### src/hdl/ttps_pkg.sv
// ---------------------------------------------------------------------------
// ttps_pkg
// Types, constants and helpers shared by the probe store modules.
// ---------------------------------------------------------------------------
package ttps_pkg;

    localparam int unsigned TTPS_MAX_CLUSTERS = 1024;
    localparam int unsigned TTPS_WAYS         = 3;

    localparam int unsigned CC_W       = 11;
    localparam int unsigned CFG_DATA_W = 11;
    localparam int unsigned CFG_IDX_W  = 1;

    localparam logic [CFG_IDX_W-1:0] CFG_CLUSTER_COUNT = 1'b0;
    localparam logic [CFG_IDX_W-1:0] CFG_SEARCH_GEN    = 1'b1;

    localparam logic [CC_W-1:0] CLUSTER_COUNT_RESET = 11'd1024;
    localparam logic [7:0]      SEARCH_GEN_RESET    = 8'd0;

    localparam logic       ACT_PROBE   = 1'b0;
    localparam logic       ACT_WRITE   = 1'b1;
    localparam logic [1:0] EXACT_BOUND = 2'd3;
    localparam logic [7:0] AGE_MASK    = 8'hF8;
    localparam logic [7:0] AGE_OFFSET  = 8'd7;   // 263 taken modulo 256
    localparam logic [8:0] DEPTH_SLACK = 9'd2;

    // depth minus twice the age, range -496 .. 255
    localparam int unsigned SCORE_W = 11;

    typedef struct packed {
        logic              action;
        logic [63:0]       key;
        logic signed [15:0] new_value;
        logic signed [15:0] new_eval;
        logic [15:0]       new_move;
        logic [7:0]        new_depth;
        logic [1:0]        new_bound;
        logic              new_pv;
    } ttps_req_t;

    typedef struct packed {
        logic              found;
        logic [15:0]       hit_move;
        logic signed [15:0] hit_value;
        logic signed [15:0] hit_eval;
        logic [7:0]        hit_depth;
        logic [1:0]        hit_bound;
        logic              hit_pv;
    } ttps_rsp_t;

    typedef struct packed {
        logic [15:0]        tag;
        logic [7:0]         depth;
        logic [7:0]         genbound;
        logic [15:0]        move;
        logic signed [15:0] value;
        logic signed [15:0] eval;
    } ttps_entry_t;

    typedef enum logic [2:0] {
        ST_CLEAR,
        ST_IDLE,
        ST_MUL,
        ST_READ,
        ST_RESOLVE,
        ST_WREAD,
        ST_WMERGE
    } ttps_state_t;

    typedef struct packed {
        logic ready;
        logic load_req;
        logic mul_en;
        logic rd_probe;
        logic rd_slot;
        logic resolve;
        logic write_back;
        logic clr_wr;
    } ttps_cmd_t;

    typedef struct packed {
        logic clr_last;
        logic req_write;
        logic out_free;
    } ttps_status_t;

    function automatic logic [7:0] ttps_age(input logic [7:0] gen, input logic [7:0] gb);
        logic [7:0] diff;
        diff = gen + AGE_OFFSET - gb;
        return diff & AGE_MASK;
    endfunction

endpackage

### src/hdl/ttps_ctrl.sv
// ---------------------------------------------------------------------------
// ttps_ctrl
// Sequencer for the probe store: clearing pass, probe and write sequences.
// ---------------------------------------------------------------------------
module ttps_ctrl
    import ttps_pkg::*;
(
    input  logic         clk,
    input  logic         rst_n,
    input  logic         req_valid,
    input  ttps_status_t status,
    output ttps_cmd_t    cmd
);

    ttps_state_t state_reg;
    ttps_state_t state_next;

    always_ff @(posedge clk or negedge rst_n)
    begin
        if (!rst_n)
        begin
            state_reg <= ST_CLEAR;
        end
        else
        begin
            state_reg <= state_next;
        end
    end

    always_comb
    begin
        state_next = state_reg;
        case (state_reg)
            ST_CLEAR:
            begin
                if (status.clr_last)
                begin
                    state_next = ST_IDLE;
                end
            end
            ST_IDLE:
            begin
                if (req_valid)
                begin
                    state_next = status.req_write ? ST_WREAD : ST_MUL;
                end
            end
            ST_MUL:     state_next = ST_READ;
            ST_READ:    state_next = ST_RESOLVE;
            ST_RESOLVE:
            begin
                // hold until the output register can take the result
                if (status.out_free)
                begin
                    state_next = ST_IDLE;
                end
            end
            ST_WREAD:   state_next = ST_WMERGE;
            ST_WMERGE:  state_next = ST_IDLE;
            default:    state_next = ST_CLEAR;
        endcase
    end

    always_comb
    begin
        cmd = '0;
        case (state_reg)
            ST_CLEAR:   cmd.clr_wr = 1'b1;
            ST_IDLE:
            begin
                cmd.ready    = 1'b1;
                cmd.load_req = req_valid;
            end
            ST_MUL:     cmd.mul_en = 1'b1;
            ST_READ:    cmd.rd_probe = 1'b1;
            ST_RESOLVE: cmd.resolve = status.out_free;
            ST_WREAD:   cmd.rd_slot = 1'b1;
            ST_WMERGE:  cmd.write_back = 1'b1;
            default:    cmd = '0;
        endcase
    end

endmodule

### config.mk
export PLATFORM = sky130hd
export DESIGN_NAME = ttps_ctrl
export DESIGN_NICKNAME = d
export VERILOG_FILES = /design/src/hdl/ttps_pkg.sv /design/src/hdl/ttps_ctrl.sv
export SDC_FILE = /design/constraint.sdc
export NUM_CORES = 1
export LEC_CHECK = 0
export BUFFER_PORTS_ARGS = -buffer_cell sky130_fd_sc_hd__buf_4
export CORE_AREA = 2 2 39 41
export CTS_BUF_LIST = sky130_fd_sc_hd__clkbuf_2 sky130_fd_sc_hd__clkbuf_4 sky130_fd_sc_hd__clkbuf_8
export CTS_CLUSTER_DIAMETER = 200
export DETAILED_ROUTE_END_ITERATION = 10
export DIE_AREA = 0 0 41 43
export SYNTH_ARGS = -nofsm -noshare
export SYNTH_HDL_FRONTEND = slang
export SYNTH_SLANG_ARGS = --single-unit
### constraint.sdc
create_clock -name clk -period 2.2 [get_ports clk]
set_input_delay 0.22 -clock clk [delete_from_list [all_inputs] [get_ports clk]]
set_output_delay 0.22 -clock clk [all_outputs]
set_load 0.01 [all_outputs]
* Yosys cells after proc, flatten, opt, wreduce, memory -nomap -nowiden
Index checks and enable logic that the tools add are counted.
Storage, ports and cells: register bits 3, output and inout bits 8, word-level logic and storage cells 24
Cells by class: equality and inequality tests 9, multiplexer cells 12, reduce and logical (&&, ||, !) cells 2
Operator list (count):
- $pmux W3 S7 | 1
- $mux W3 | 4
- $eq A3 B3 Y1 const B | 3
- $eq A3 B2 Y1 const B | 2
- $mux W1 | 6
- $ne A2 B2 Y1 const B | 3
- $eq A3 B1 Y1 const B | 1
- $logic_not A3 Y1 | 1
- $reduce_and A3 Y1 | 1
- $mux W2 | 1

* Depth between registers and ports, before layout
Gate-level depths: netlist (run 1).
depth in word-level cells 3, gate-level depth with buffers 4, gate-level depth less buffers 3

* Worst setup path after synthesis (run 1)
OpenSTA, ideal clock, no wires.
kind register to output, start register state_reg[1], end output cmd[6] in the netlist's numbering, data arrival time 1.010 ns, required time 1.980 ns, path slack 0.970 ns, stages on the path, launching flop included 5, path buffers 1, cell sequence dfrtp_1 -> buf_6 -> nand2b_4 -> nor2_1 -> and2_1
RTL lines:
- start: declaration | RTL line ttps_ctrl.sv:15 | ttps_state_t state_reg;
- start signal: assignment | RTL line ttps_ctrl.sv:26 | state_reg <= state_next;
- end: declaration | RTL line ttps_ctrl.sv:12 | output ttps_cmd_t cmd

==> results of run 1 <==
synth_stat cells (all sizes together):
cell	instances	area, sq um
a211oi	1	7.51
nor2	3	11.3
nor2b	1	6.26
buf	2	18.8
o21bai	1	7.51
nor4b	1	8.76
dfrtp	3	75.1
and3	3	26.3
nand2b	2	20.0
and2	1	6.26
a21oi	1	5.00
inv	2	7.51
nor3	1	5.00
o22ai	1	6.26
a221oi	1	8.76
a2bb2oi	1	8.76
path summary, 6_finish.rpt:
path | endpoint | depth (start not counted) | slack, ns
min in group asynchronous | state_reg[2]$_DFFE_PN0P_ | 2 | 0.32
setup reg to reg | state_reg[0]$_DFFE_PN0P_ | 3 | 1.11
hold / removal | state_reg[2]$_DFFE_PN0P_ | 3 | 0.28
setup / recovery | cmd[2] | 3 | 0.70
max in group asynchronous | state_reg[1]$_DFFE_PN0P_ | 2 | 1.78
hold reg to reg | state_reg[0]$_DFFE_PN0P_ | 1 | 0.61
report_power, final:
group          internal [mW]  total, mW  switching [mW]
sequential            0.0807      0.139          0.0587
combinational          0.137      0.243           0.106
clock                 0.0803      0.109          0.0287
cell usage in the layout (no fill, tap or decap):
| cell | count |
|---|---|
| a211oi_1 | 1 |
| a21oi_1 | 1 |
| a221oi_1 | 1 |
| a2bb2oi_1 | 1 |
| and2_1 | 1 |
| and3_2 | 2 |
| and3_4 | 1 |
| buf_4 | 13 |
| clkbuf_4 | 4 |
| dfrtp_1 | 3 |
| dlygate4sd3_1 | 1 |
| inv_2 | 2 |
| nand2b_1 | 1 |
| nand2b_4 | 1 |
| nor2_1 | 3 |
| nor2b_1 | 1 |
| nor3_1 | 1 |
| nor4b_1 | 1 |
| o21bai_1 | 1 |
| o22ai_1 | 1 |
metal layers:
| layer | up-vias | GRT usage |
|---|---|---|
| li1 | 120 | - |
| met1 | 94 | 0.106 |
| met2 | 9 | 0.0969 |
| met3 | 0 | 0 |
| met4 | 0 | 0.120 |
| met5 | - | 0 |
worst max-delay path: stages (launching register included):
cell and delay (ns):
dfrtp_1 0.51, inv_2 0.09, nor4b_1 0.26, buf_4 0.17
metrics by stage:
| stage | instance area, sq um | hold slack, ns | utilization | instances |
|---|---|---|---|---|
| floorplan | 229 | -0.0756 | - | 25 |
| global placement | 328 | 0.0104 | 0.237 | 52 |
| detailed placement | 328 | 0.0106 | 0.237 | 52 |
| CTS | 368 | 0.279 | 0.266 | 57 |
| global route | 368 | 0.317 | 0.266 | 57 |
| finish | 368 | 0.281 | 0.266 | 57 |
kinds of logic (layout without fill, tap and decap cells):
logic type / Yosys count / after routing / synth area share
simple gates: 12 / 12 / 0.366
compound gates: 6 / 6 / 0.191
buf+inv: 4 / 20 / 0.115
flops: 3 / 3 / 0.328
area by class of cell:
cell class | instances | area, sq um
Sequential cell | 3 | 75.1
Timing Repair Buffer | 14 | 108
Fill cell | 155 | 1020
Multi-Input combinational cell | 18 | 128
Clock buffer | 4 | 30.0
Inverter | 2 | 7.51
Tap cell | 16 | 20.0
==> flow_summary.yaml, run 1 <==
outcome:
  status: "complete, no violations"
job:
  max_cap_viol_count: 0
min_path:
  worstHoldPathType: "input pin to flip-flop"
  hp-start: "status[0]"
drt:
  dr.pass1.iters: 4
  top_layer_used: "met3"
  dr_wl_met3_um: 36
  ant_nets: 0
  drtIter0Drc: 2
  wl_met2_um: 267
  drc: 0
  finalWirelength_um: 559
  wl_met1_um: 255
  wire_per_inst_um: 9.81
  vias_per_cell: 3.91
  vias: 223
place:
  dp_slack_ns: 0.952
  dp_hpwl_um: 423
  place_congestion: 0.801
  io_buffers: 13
grt:
  grt_pass1_wl_um: 931
  grt_max_degree: 11
  first_global_vias: 245
  overflow: 0
  grt.total_usage: 0.0822
  antenna_found_initial: 0
timing:
  layout_min_cycle_time_ns: 1.50
  slew_headroom: 0.793
  min_period_over_period: 0.681
  layout_setup_ws_ns: 0.703
  finalHoldViolCount: 0
  slew_viol_final: 0
  worst-slew-pin-transition_ns: 0.311
  max_clock_freq_mhz: 668
  skew_ns: 0.00213
  rsz0062_at_grt: "false"
  setup-violations-final: 0
  setup_tns_ns: 0
cells_and_area:
  largest_reg_flops: 3
  finalNetCount: 48
  syn_to_final_growth_pct: 60.7
  num_antenna_cells: 0
  drive_gt1_frac: 0.561
clock_tree:
  cts_hold_buf: 1
  cts_buffers: 3
  htree_levels: 1
  cts-root-buf: "clkbuf_4"
  clk_latency_ns: 0.23
  clkTransAtPathRegs_ns: 0.04
  cts_setup_buffers: 0
  numClockSinks: 3
  cts_tree: "yes"
  post_cts_resized: 0
  cts_max_path_buffers: 2
synth:
  netlist_area_sq_um: 229
  yosys_warnings: 0
  synth_cell_types: 19
  syn_nets: 31
  syn_avg_cell_area_sq_um: 9.16
  ys_seq_area_frac: 0.328
  ys_ff_latch: 3
  syn_inst: 25
critical_path:
  worstPathRequired_ns: 1.98
  startpoint_type: "flip-flop"
  crit_path_start: "state_reg[2]$_DFFE_PN0P_"
  r2r_start: "state_reg[1]$_DFFE_PN0P_"
  worstPathArrival_ns: 1.28
  end_kind: "output pin"
  crit_type: "flip-flop to output pin"
  path_max_fanout: 10
floorplan:
  core_area_sq_um: 1380
  fp.dieW_um: 41
  num_rows: 14
  ios: 14
  die_h_um: 43
  initial_utilization: 0.165
  dieArea_sq_um: 1760
power:
  power_density_nw_per_um2: 1340
  leakage_nw: 0.180
  peakVddDrop_mv: 0.400
  power_uw: 491
Power figures use the tool's default switching activity.
==> run 2, diff against run 1 <==
- clock period: 2.2 -> 1.3 ns (I/O delays scaled with it)
==> flow_summary.yaml, run 2 (synthesized netlist as in run 1, its figures left out) <==
job:
  max_cap_viol_count: 0
drt:
  ant_nets: 0
  dr_wl_met3_um: 41
  finalWirelength_um: 649
  wire_per_inst_um: 10.5
  vias: 273
  drc: 0
  wl_met2_um: 289
  top_layer_used: "met4"
  drtIter0Drc: 1
  vias_per_cell: 4.40
  dr.pass1.iters: 4
  wl_met1_um: 290
clock_tree:
  clkTransAtPathRegs_ns: 0.04
  clk_latency_ns: 0.24
  cts_max_path_buffers: 2
  cts_tree: "yes"
  cts_buffers: 3
  numClockSinks: 3
  cts-root-buf: "clkbuf_4"
  htree_levels: 1
cells_and_area:
  syn_to_final_growth_pct: 88.0
  utilization: 0.311
  layout_commonest_cell: "buf_4"
  final_cells: 62
  largest_reg_flops: 3
  finalNetCount: 53
  fillers: 152
  final_cell_mix: "16 x buf_4, 4 x clkbuf_4"
  drive_gt1_frac: 0.739
  design_area_sq_um: 430
  num_antenna_cells: 0
outcome:
  status: "complete, no violations"
floorplan:
  dieArea_sq_um: 1760
  die_h_um: 43
  core_area_sq_um: 1380
  num_rows: 14
  ios: 14
  fp.dieW_um: 41
  initial_utilization: 0.165
timing:
  min_period_over_period: 0.991
  whs_ns: 0.176
  slew_viol_final: 0
  slew_headroom: 0.851
  max_clock_freq_mhz: 777
  setup-violations-final: 0
  layout_setup_ws_ns: 0.0123
  worst-slew-pin-transition_ns: 0.224
  layout_min_cycle_time_ns: 1.29
  skew_ns: 0.00243
  rsz0062_at_grt: "true"
  finalHoldViolCount: 0
critical_path:
  crit_type: "flip-flop to output pin"
  cpPeakStageDelay_ns: 0.42
  worstPathArrival_ns: 1.16
  critPathSlowestCell: "dfrtp_1"
  worstPathRequired_ns: 1.17
  cp_top_family: "flip-flops"
  path_cells: "nand2b_4, nor2_4, and2_4, buf_6"
  crit_buf_inv: 1
  end_kind: "output pin"
  startpoint_type: "flip-flop"
  path_max_fanout: 4
place:
  dp_hpwl_um: 430
  io_buffers: 13
  dp_cells: 53
  dp_slack_ns: 0.184
  place_area_sq_um: 335
  place_congestion: 0.812
power:
  p_sw_frac: 0.391
  leakage_nw: 0.208
  power_density_nw_per_um2: 2340
  clkPwrFrac: 0.194
  pwr-share-comb: 0.577
  seq_power_share: 0.229
  peakVddDrop_mv: 0.653
  intPower_uw: 613
  p_switching_uw: 394
grt:
  antenna_found_initial: 0
  overflow: 0
  grt.total_usage: 0.0876
  grt_pass1_wl_um: 924
  grt_max_degree: 11
  first_global_vias: 226
min_path:
  worstHoldPathType: "input pin to flip-flop"
run 2: changes by cell type in the layout (fill, tap and decap cells not counted):
cell      previous run  this run
buf_4               13        16
dfrtp_1              3         1
dfrtp_2              0         2
and2_1               1         0
and2_4               0         1
buf_6                0         1
clkbuf_2             0         1
nor2_1               3         2
nor2_4               0         1
nor3_1               1         0
nor3_2               0         1
nor4b_1              1         0
nor4b_2              0         1
run 2: cell type report:
| cell class | count | area [sq um] | area share |
|---|---|---|---|
| timing repair buffer | 19 | 146 | 0.340 |
| multi-input combinational | 18 | 149 | 0.346 |
| tap | 16 | 20.0 | 0.0465 |
| inverter | 2 | 7.51 | 0.0174 |
| sequential | 3 | 77.6 | 0.180 |
| clock buffer | 4 | 30.0 | 0.0698 |
run 2: routing by layer:
layer | up-vias | global-route usage
met5 | - | 0
met4 | 0 | 0.120
met3 | 3 | 0.0314
met2 | 12 | 0.100
met1 | 125 | 0.101
li1 | 133 | -
run 2: path summary, 6_finish.rpt:
path / slack [ns] / endpoint / depth (start not counted) / start
worst max register to register: 0.18 / state_reg[0]$_DFFE_PN0P_ / 4 / state_reg[1]$_DFFE_PN0P_
worst min register to register: 0.59 / state_reg[0]$_DFFE_PN0P_ / 1 / state_reg[0]$_DFFE_PN0P_
worst max-delay path: 0.01 / cmd[6] / 4 / state_reg[1]$_DFFE_PN0P_
max in group asynchronous: 0.98 / state_reg[0]$_DFFE_PN0P_ / 2 / rst_n
worst min-delay path: 0.18 / state_reg[2]$_DFFE_PN0P_ / 3 / status[0]
min in group asynchronous: 0.22 / state_reg[1]$_DFFE_PN0P_ / 2 / rst_n
run 2: metrics by stage:
stage	total power, mW	TNS (ns)
final	1.01	0
after floorplan	0.508	0
after global routing	1.09	-0.0997
after global placement	0.662	0
after CTS	0.910	-0.00408
after detailed placement	0.662	0
run 2: worst min-delay path, cell delays in order:
cell and delay [ns]:
buf_4 0.09, nand2b_1 0.09, a221oi_1 0.06
run 2: power groups by stage:
| stage | logic, mW | registers [mW] | clock network [mW] |
|---|---|---|---|
| detailed placement | 0.439 | 0.223 | 0 |
| global route | 0.641 | 0.243 | 0.209 |
| finish | 0.580 | 0.231 | 0.195 |
| floorplan | 0.334 | 0.173 | 0 |
| global placement | 0.439 | 0.223 | 0 |
| CTS | 0.475 | 0.233 | 0.202 |
run 2: repair_timing:
item	4_1_cts	5_1_grt
gates resized for setup	4	4
gates cloned	0	0
hold buffers	1	0
hold endpoints to repair	3	0
pin swaps	0	0
buffers inserted	1	3
endpoints found under the setup margin	4	3
